### config.mk
export PLATFORM = sky130hd
export DESIGN_NAME = material_bin_classifier_top
export DESIGN_NICKNAME = d
export VERILOG_FILES = /design/src/design/mbc_pkg.sv /design/src/design/material_bin_classifier_top.sv /design/src/design/mbc_classify.sv /design/src/design/mbc_tray.sv
export SDC_FILE = /design/constraint.sdc
export NUM_CORES = 1
export LEC_CHECK = 0
export ABC_AREA = 1
export BUFFER_PORTS_ARGS = -buffer_cell sky130_fd_sc_hd__buf_4
export CAP_MARGIN = 15
export CORE_ASPECT_RATIO = 0.5
export CORE_MARGIN = 2
export CORE_UTILIZATION = 60
export CTS_CLUSTER_SIZE = 28
export DETAILED_ROUTE_END_ITERATION = 10
export PLACE_DENSITY = 0.92
export SYNTH_ARGS = -nofsm -noshare
export SYNTH_HDL_FRONTEND = slang
export SYNTH_HIERARCHICAL = 1
export SYNTH_SLANG_ARGS = --single-unit
### constraint.sdc
create_clock -name clk -period 6.8 [get_ports clk]
set_input_delay 0 -clock clk [delete_from_list [all_inputs] [get_ports clk]]
set_output_delay 0 -clock clk [all_outputs]
set_load 0.005 [all_outputs]
### src/design/mbc_pkg.sv
`timescale 1ns / 1ps
`default_nettype none

package mbc_pkg;

	localparam int RefW = 10;
	localparam int QUARTER_TURN_STEPS = 50;
	localparam int COUNT_BITS = 8;
	localparam int StepsW = 7;
	localparam int ReportW = 8;
	localparam int NumBins = 4;

	localparam int StepsMax = (1 << StepsW) - 1;
	localparam int HalfRaw = 2 * QUARTER_TURN_STEPS;
	localparam logic [StepsW-1:0] QuarterSteps =
		StepsW'((QUARTER_TURN_STEPS > StepsMax) ? StepsMax : QUARTER_TURN_STEPS);
	localparam logic [StepsW-1:0] HalfSteps =
		StepsW'((HalfRaw > StepsMax) ? StepsMax : HalfRaw);
	localparam logic [COUNT_BITS-1:0] CountMax = {COUNT_BITS{1'b1}};

	localparam int InDataW = 16;
	localparam int OutFieldsW = 3 + StepsW + 1 + NumBins * ReportW;
	localparam int OutDataW = ((OutFieldsW + 7) / 8) * 8;

	typedef enum logic [1:0] {
		CFG_ALU_LOW   = 2'd0,
		CFG_ALU_HIGH  = 2'd1,
		CFG_STEEL_HIGH = 2'd2,
		CFG_WHITE_HIGH = 2'd3
	} cfg_index_t;

	typedef enum logic [2:0] {
		BIN_BLACK = 3'd0,
		BIN_STEEL = 3'd1,
		BIN_WHITE = 3'd2,
		BIN_ALU   = 3'd3,
		BIN_NONE  = 3'd4
	} bin_t;

	typedef struct packed {
		logic [RefW-1:0] alu_low;
		logic [RefW-1:0] alu_high;
		logic [RefW-1:0] steel_high;
		logic [RefW-1:0] white_high;
	} limits_t;

	typedef struct packed {
		logic [ReportW-1:0] alu;
		logic [ReportW-1:0] white;
		logic [ReportW-1:0] steel;
		logic [ReportW-1:0] black;
	} counts_t;

	typedef struct packed {
		counts_t           counts;
		logic              rotate_forward;
		logic [StepsW-1:0] rotate_steps;
		bin_t              bin_class;
	} result_t;

	function automatic logic [ReportW-1:0] cnt_report(input logic [COUNT_BITS-1:0] cnt);
		logic [COUNT_BITS+ReportW-1:0] wide;
		wide = {{ReportW{1'b0}}, cnt};
		return wide[ReportW-1:0];
	endfunction

endpackage

`default_nettype wire

### src/design/material_bin_classifier_top.sv
`timescale 1ns / 1ps
`default_nettype none

// Sorts one piece per transfer into a bin from its reflectance and magnetic flag, and
// reports the bin, the tray turn and the four saturating bin counts. The block takes
// one piece every clock cycle unless back-pressure holds it; a piece passes through the
// input register and then the result register, which drives m_tdata. The tray position
// and counts update as a piece leaves the input register. Back-pressure on the result
// side stalls the input register only once the result register is full. The user must
// see that the limits are written through cfg_we, cfg_index and cfg_data only while no
// piece is in flight; the block itself does not enforce this.

module material_bin_classifier_top (
	input  wire logic                         clk,
	input  wire logic                         arst_n,
	input  wire logic                         cfg_we,
	input  wire logic [1:0]                   cfg_index,
	input  wire logic [mbc_pkg::RefW-1:0]     cfg_data,
	input  wire logic                         s_tvalid,
	output logic                              s_tready,
	input  wire logic [mbc_pkg::InDataW-1:0]  s_tdata,   // reflectance, zero fill
	input  wire logic                         s_tuser,   // is_magnetic
	output logic                              m_tvalid,
	input  wire logic                         m_tready,
	// bin_class, rotate_steps, rotate_forward, black_count, steel_count,
	// white_count, aluminium_count, zero fill
	output logic [mbc_pkg::OutDataW-1:0]      m_tdata
);
	import mbc_pkg::*;

	limits_t         limits_q;
	logic            valid_s1;
	logic [RefW-1:0] refl_s1;
	logic            mag_s1;
	logic            valid_s2;
	result_t         result_s2;
	logic            out_free;
	logic            advance;
	bin_t            bin_class;
	result_t         result;

	assign out_free = !valid_s2 || m_tready;
	assign advance = valid_s1 && out_free;
	assign s_tready = !valid_s1 || out_free;

	always_ff @(posedge clk or negedge arst_n) begin
		if (!arst_n) begin
			limits_q.alu_low <= RefW'(1);
			limits_q.alu_high <= RefW'(322);
			limits_q.steel_high <= RefW'(802);
			limits_q.white_high <= RefW'(888);
		end else if (cfg_we) begin
			unique case (cfg_index)
				CFG_ALU_LOW:    limits_q.alu_low <= cfg_data;
				CFG_ALU_HIGH:   limits_q.alu_high <= cfg_data;
				CFG_STEEL_HIGH: limits_q.steel_high <= cfg_data;
				CFG_WHITE_HIGH: limits_q.white_high <= cfg_data;
				default:        limits_q <= limits_q;
			endcase
		end
	end

	always_ff @(posedge clk or negedge arst_n) begin
		if (!arst_n) begin
			valid_s1 <= 1'b0;
		end else if (s_tready) begin
			valid_s1 <= s_tvalid;
		end
	end

	always_ff @(posedge clk) begin
		if (s_tready && s_tvalid) begin
			refl_s1 <= s_tdata[RefW-1:0];
			mag_s1 <= s_tuser;
		end
	end

	mbc_classify u_classify (
		.reflectance (refl_s1),
		.is_magnetic (mag_s1),
		.limits      (limits_q),
		.bin_class   (bin_class)
	);

	mbc_tray u_tray (
		.clk       (clk),
		.arst_n    (arst_n),
		.advance   (advance),
		.bin_class (bin_class),
		.result    (result)
	);

	always_ff @(posedge clk or negedge arst_n) begin
		if (!arst_n) begin
			valid_s2 <= 1'b0;
		end else if (out_free) begin
			valid_s2 <= valid_s1;
		end
	end

	always_ff @(posedge clk) begin
		if (advance) begin
			result_s2 <= result;
		end
	end

	assign m_tvalid = valid_s2;
	assign m_tdata = {{(OutDataW - OutFieldsW){1'b0}}, result_s2};

	a_s1_hold: assert property (@(posedge clk) disable iff (!arst_n)
		(valid_s1 && !out_free) |=> (valid_s1 && $stable(refl_s1) && $stable(mag_s1)))
		else $error("stalled piece lost from the input register");

	a_ready_when_free: assert property (@(posedge clk) disable iff (!arst_n)
		out_free |-> s_tready)
		else $error("input stalled while the result register can take a piece");

	a_result_load: assert property (@(posedge clk) disable iff (!arst_n)
		advance |=> valid_s2)
		else $error("sorted piece did not reach the result register");

endmodule

`default_nettype wire

### src/design/mbc_classify.sv
`timescale 1ns / 1ps
`default_nettype none

module mbc_classify (
	input  wire logic [mbc_pkg::RefW-1:0] reflectance,
	input  wire logic                     is_magnetic,
	input  wire mbc_pkg::limits_t         limits,
	output mbc_pkg::bin_t                 bin_class
);
	import mbc_pkg::*;

	always_comb begin
		priority if (is_magnetic) begin
			bin_class = (reflectance > limits.alu_high) ? BIN_STEEL : BIN_ALU;
		end else if (reflectance > limits.white_high) begin
			bin_class = BIN_BLACK;
		end else if (reflectance > limits.steel_high) begin
			bin_class = BIN_WHITE;
		end else if (reflectance > limits.alu_high) begin
			bin_class = BIN_STEEL;
		end else if (reflectance > limits.alu_low) begin
			bin_class = BIN_ALU;
		end else begin
			bin_class = BIN_NONE;
		end
	end

endmodule

`default_nettype wire

### src/design/mbc_tray.sv
`timescale 1ns / 1ps
`default_nettype none

module mbc_tray (
	input  wire logic            clk,
	input  wire logic            arst_n,
	input  wire logic            advance,
	input  wire mbc_pkg::bin_t   bin_class,
	output mbc_pkg::result_t     result
);
	import mbc_pkg::*;

	logic [1:0]            tray_q;
	logic [COUNT_BITS-1:0] cnt_q   [NumBins];
	logic [COUNT_BITS-1:0] cnt_nxt [NumBins];
	logic                  classified;
	logic [1:0]            bin_idx;
	logic [1:0]            offset;

	assign classified = (bin_class != BIN_NONE);
	assign bin_idx = bin_class[1:0];
	assign offset = tray_q - bin_idx;

	always_comb begin
		for (int i = 0; i < NumBins; i++) begin
			if (classified && (bin_idx == 2'(i)) && (cnt_q[i] != CountMax)) begin
				cnt_nxt[i] = cnt_q[i] + 1'b1;
			end else begin
				cnt_nxt[i] = cnt_q[i];
			end
		end
	end

	always_comb begin
		result.bin_class = bin_class;
		result.rotate_steps = '0;
		result.rotate_forward = 1'b0;
		if (classified) begin
			unique case (offset)
				2'd0: begin
					result.rotate_steps = '0;
				end
				2'd1: begin
					result.rotate_steps = QuarterSteps;
					result.rotate_forward = 1'b1;
				end
				2'd2: begin
					result.rotate_steps = HalfSteps;
				end
				2'd3: begin
					result.rotate_steps = QuarterSteps;
				end
				default: begin
					result.rotate_steps = '0;
				end
			endcase
		end
		result.counts.black = cnt_report(cnt_nxt[2'(BIN_BLACK)]);
		result.counts.steel = cnt_report(cnt_nxt[2'(BIN_STEEL)]);
		result.counts.white = cnt_report(cnt_nxt[2'(BIN_WHITE)]);
		result.counts.alu = cnt_report(cnt_nxt[2'(BIN_ALU)]);
	end

	always_ff @(posedge clk or negedge arst_n) begin
		if (!arst_n) begin
			tray_q <= 2'd0;
			for (int i = 0; i < NumBins; i++) begin
				cnt_q[i] <= '0;
			end
		end else if (advance) begin
			if (classified) begin
				tray_q <= bin_idx;
			end
			for (int i = 0; i < NumBins; i++) begin
				cnt_q[i] <= cnt_nxt[i];
			end
		end
	end

	// The tray only moves when a piece is sorted into a bin.
	a_tray_hold: assert property (@(posedge clk) disable iff (!arst_n)
		!(advance && classified) |=> $stable(tray_q))
		else $error("tray position changed without a classified piece");

	a_none_counts: assert property (@(posedge clk) disable iff (!arst_n)
		(advance && !classified) |=> ($stable(cnt_q[0]) && $stable(cnt_q[1]) &&
			$stable(cnt_q[2]) && $stable(cnt_q[3])))
		else $error("counts changed for an unclassified piece");

	a_tray_follows: assert property (@(posedge clk) disable iff (!arst_n)
		(advance && classified) |=> (tray_q == $past(bin_idx)))
		else $error("tray position does not match the last bin");

	a_count_rises: assert property (@(posedge clk) disable iff (!arst_n)
		(advance && classified) |=> (cnt_q[$past(bin_idx)] >= $past(cnt_q[bin_idx])))
		else $error("bin count decreased");

endmodule

`default_nettype wire

; Word level (Yosys, flattened, before mapping)
; Index checks and enable logic that the tools add are counted.
; Widths: inputs -> output; s select.
[word_totals]
register_bits = 130
in_bits = 34
out_inout_bits = 50
word_cells = 78
[classes]
add_sub_neg = 5
order_cmp = 4
n_eq_ne = 14
mux = 12
n_reduce_logical = 23
[ops]
columns = cell, count
row1 = $gt 10x10->1, 4
row2 = $add 8x1->8 const B, 4
row3 = $mux 8, 4
row4 = $ne 8x8->1 const B, 4
row5 = $pmux 7 s3, 1
row6 = $mux 3, 5
row7 = $eq 2x2->1 const B, 6
row8 = $logic_and 1x1->1, 10
row9 = $reduce_and 2->1, 5
row10 = $eq 2x1->1 const B, 3
row11 = $logic_not 2->1, 3
row12 = $ne 3x3->1 const B, 1
row13 = $logic_not 1->1, 2
row14 = $logic_or 1x1->1, 2
row15 = $mux 2, 1
row16 = $reduce_or 2->1, 1
row17 = $sub 2x2->2, 1
row18 = $mux 1, 1

; Logic depth before layout (Yosys ltp)
[logic_depth]
depth_word = 10
mapped_depth = 21
ltp_nobuf = 21

; Modules after synthesis
; The synthesis kept the hierarchy.
[modules_own_cells]
columns = mod, n_inst, cells_each, area_per_inst_um2, seq_area_each_um2
row1 = material_bin_classifier_top, 1, 252, 3472.1, 2690.1
row2 = mbc_tray, 1, 380, 2487.4, 850.8
row3 = mbc_classify, 1, 197, 1204.9, 0.0

; Worst setup path after synthesis
; Ideal clock, no wire load.
[synth_path]
kind = register -> register
start = reg valid_s2 (netlist: m_tvalid)
end = reg u_tray/cnt_q[22] in the netlist's numbering
setup_time_ps = 135
t_arrival_ps = 3477
t_required_ps = 6665
slack_ps = 3188
stages_incl_launch_ff = 7
path_buffers = 2
period_less_slack_ps = 3612
cell_sequence = dfrtp_1 a21oi_1 buf_2 inv_1 clkbuf_1 nand2_1 o21ai_0
[synth_via]
elab_chain_len = 3
[synth_rtl]
columns = item, line
row1 = start: declaration, material_bin_classifier_top.sv:35  ; logic valid_s2;
row2 = start signal: assignment, material_bin_classifier_top.sv:97  ; valid_s2 <= valid_s1;
row3 = $logic_not 1->1, material_bin_classifier_top.sv:42  ; assign out_free = !valid_s2 || m_tready;
row4 = $logic_or 1x1->1, material_bin_classifier_top.sv:42
row5 = $logic_and 1x1->1, material_bin_classifier_top.sv:43  ; assign advance = valid_s1 && out_free;
row6 = named net advance, material_bin_classifier_top.sv:38  ; logic advance;
row7 = end signal: indexed assignment, mbc_tray.sv:75  ; cnt_q[i] <= cnt_nxt[i];
row8 = end: declaration, mbc_tray.sv:14  ; logic [COUNT_BITS-1:0] cnt_q [NumBins];
; The timed path passes the listed nets, and every way through them passes these cells.
; A chain may end at the register's enable or synchronous reset.

==> flow_summary.toml <==
[run_status]
status = "finished clean"

[routing]
drtIter0Drc = 468
drc = 0
postRouteAntennaNets = 0
routedWlPerCell_um = 14.00
drtPass1Iterations = 6
vias = 5897
wl_mm = 15.40
post_drt_via_cell_ratio = 5.361

[cts]
cts_root_buf = "clkbuf_16"
cts_resized = 0
cts_tree = "done"
clk_latency_ps = 430
clk_pin_slew_ps = 60
h-tree-depth = 4
clock-sinks = 130
numCtsBuffers = 17
clockBufferDepth = 2
post-cts-setup-buffer-count = 0

[floorplanning]
core-area_um2 = 11740
die_y_um = 81.27
io_pins = 84
num_rows = 28
die_x_um = 158.5
die_area_um2 = 12880
initial_core_util_pct = 61.04

[timing]
setup_ws_ps = 3936
fmax_mhz = 349.2
finalSetupTns_ps = 0
period_share_pct = 42.12
finalSetupViolations = 0
worst_pin_slew_ps = 1009
finalClockSkew_ps = 7.438
slew_violations = 0
rsz0062_at_grt = "no"
period_needed_ps = 2864
finalHoldViolations = 0
slew_headroom_pct = 32.67

[logic_synthesis]
synthArstFlopShare_pct = 58.46
synth_area_leader_cell = "edfxtp_1"
synthFlopType = "dfrtp_1"
synth.area.top_cells = "edfxtp_1 (23%), dfrtp_1 (22%), nand2_1 (14%)"
synth_top_cell_area_share_pct = 22.63
yosys_warnings = 6
avgSynthCellArea_um2 = 8.642
seq_area_frac_synth_pct = 49.42
syn_inst = 829
syn_area_um2 = 7164
synth_edf_count = 54
yosysUniqueCellTypes = 32
yosysMostFrequentCell = "nand2_1"
yosys-top-cells-count = "nand2_1 (260), inv_1 (109), nand3_1 (74)"
ys_seq_elements = 130

[critical_path]
cp_slowest_stage_delay_ps = 530
critical_path.max_fanout = 8
crit_type = "flop to flop"
path_delay_family = "simple AND/OR/NAND/NOR gates"
start_kind = "flop"
critPathArrivalTime_ps = 3040
required_ps = 6980
critPathCaptureType = "flop"
path_buf_inv = 4
critical_path.slowest_cell = "dfstp_2"
crit_chain = "inv_1 -> ha_1 -> nand2_1 -> nor2_2 -> nand3_1 -> nand3_1 -> nand2_1 -> nand2_2 -> inv_1 -> nand2_1 -> nand2_1 -> inv_1 -> nand3_1 -> inv_1 -> nand4_1 -> and2_1"

[layout]
fin_util_pct = 73.21
fill_cells = 822
regArea_um2 = 3541
area_growth_pct = 19.93
nNetsFinal = 1001
insertedDiodeCount = 0
multiInputGateArea_um2 = 2944
drive_gt1_share_pct = 16.47

[place]
dp_worst_setup_slack_ps = 4016
port-buffer-count = 72
gp_congestion = 0.8837
dpl.hpwl_mm = 9.749

[worst_hold_path]
hp-class = "primary input to flop"

[power_and_ir_drop]
irDropWorstVdd_mv = 0.1967
p_leak_nw = 4.190
cellPowerDensity_nw_per_um2 = 305.6

[run]
drv_cap = 0

[grt]
grt_usage_pct = 25.34
antenna_found_initial = 0
grt_overflow = 0
grt_pass1_vias = 5479
grt_max_degree = 82
grt_pass1_wl_mm = 25.06
## layout by cell type (no fill, tap or decap), drive strengths merged, types with 2 or more instances in the layout
cell         instances
inv                115
nand3               77
a21oi               16
o21bai               3
dlygate4sd3         33
nor2                43
buf                 73
clkbuf              18
dfrtp               62
nor3                 2
bufinv               3
nand2              271
edfxtp              54
ha                  45
and2                19
dfstp               14
o21a                 2
conb                 7
nand4               46
o21ai               18
clkinv               6
clkinvlp             4
## worst min-delay path: stages
cell     delay, ps
buf_4          250
nand3_1        140
nand2_1         50
## flip-flops by register name, summed over array words and instances (netlist names)
signal / count
u_tray/tray_q: 2
limits_q: 40
valid_s1: 1
refl_s1: 10
m_tvalid: 1
u_tray/cnt_q: 32
m_tdata: 43
mag_s1: 1
## where the power goes
group          total [mW]  switching [mW]  internal [mW]
combinational       0.597           0.352          0.245
sequential           1.10          0.0993           1.00
clock               0.929           0.355          0.574
## per-layer routing
metal | global-route usage, % | share of wire (%) | up-vias
met2 | 44.43 | 49 | 191
li1 | - | - | 2869
met1 | 30.58 | 43 | 2794
met5 | 0 | 0 | -
met4 | 9.910 | 2.7 | 0
met3 | 6.403 | 5.7 | 43
## path summary, 6_finish.rpt
kind	endpoint	slack (ps)	from	depth (start not counted)
worst min register to register	limits_q[28]	460	limits_q[28]	2
min in group asynchronous	limits_q[2]	270	arst_n	2
worst max-delay path	m_tdata[15]	3940	limits_q[9]	16
max in group asynchronous	u_tray/cnt_q[0]	5890	arst_n	2
worst max register to register	m_tdata[15]	3940	limits_q[9]	16
worst min-delay path	limits_q[30]	40	cfg_we	3
## timing repair
| action | in CTS | in global routing |
|---|---|---|
| endpoints found under the hold margin | 115 | 0 |
| hold buffers | 33 | 0 |
| endpoints found under the setup margin | 0 | 0 |
## cell type report
type	instances	area share, %
clock buffer	18	4.995
clock inverter	14	1.922
inverter	114	4.980
multi-input combinational	553	34.27
sequential	130	41.21
tap	165	2.403
timing repair buffer	106	10.22
## kinds of logic after synthesis
kind of cell | Yosys count | synth area share (%)
and+or+nand+nor | 459 | 29.36
buffers and inverters | 151 | 9.902
DFF | 130 | 49.42
adders and majority gates | 45 | 7.859
AOI/OAI and AO/OA | 40 | 3.109
xor gates and xnor gates | 2 | 0.2445
other | 2 | 0.1048
## stage by stage
stage | std cells | power [mW] | instance area, um2 | hold WS (ps)
3_3_place_gp | 1035 | 1.641 | 7667 | 179.2
2_1_floorplan | 834 | 1.491 | 7183 | -295.6
3_5_place_dp | 1035 | 1.679 | 7667 | 179.5
6_report | 1100 | 2.626 | 8592 | 36.16
4_1_cts | 1100 | 2.628 | 8592 | 19.90
5_1_grt | 1100 | 2.773 | 8592 | 62.64
No activity file was read; power rests on OpenSTA's default activity.
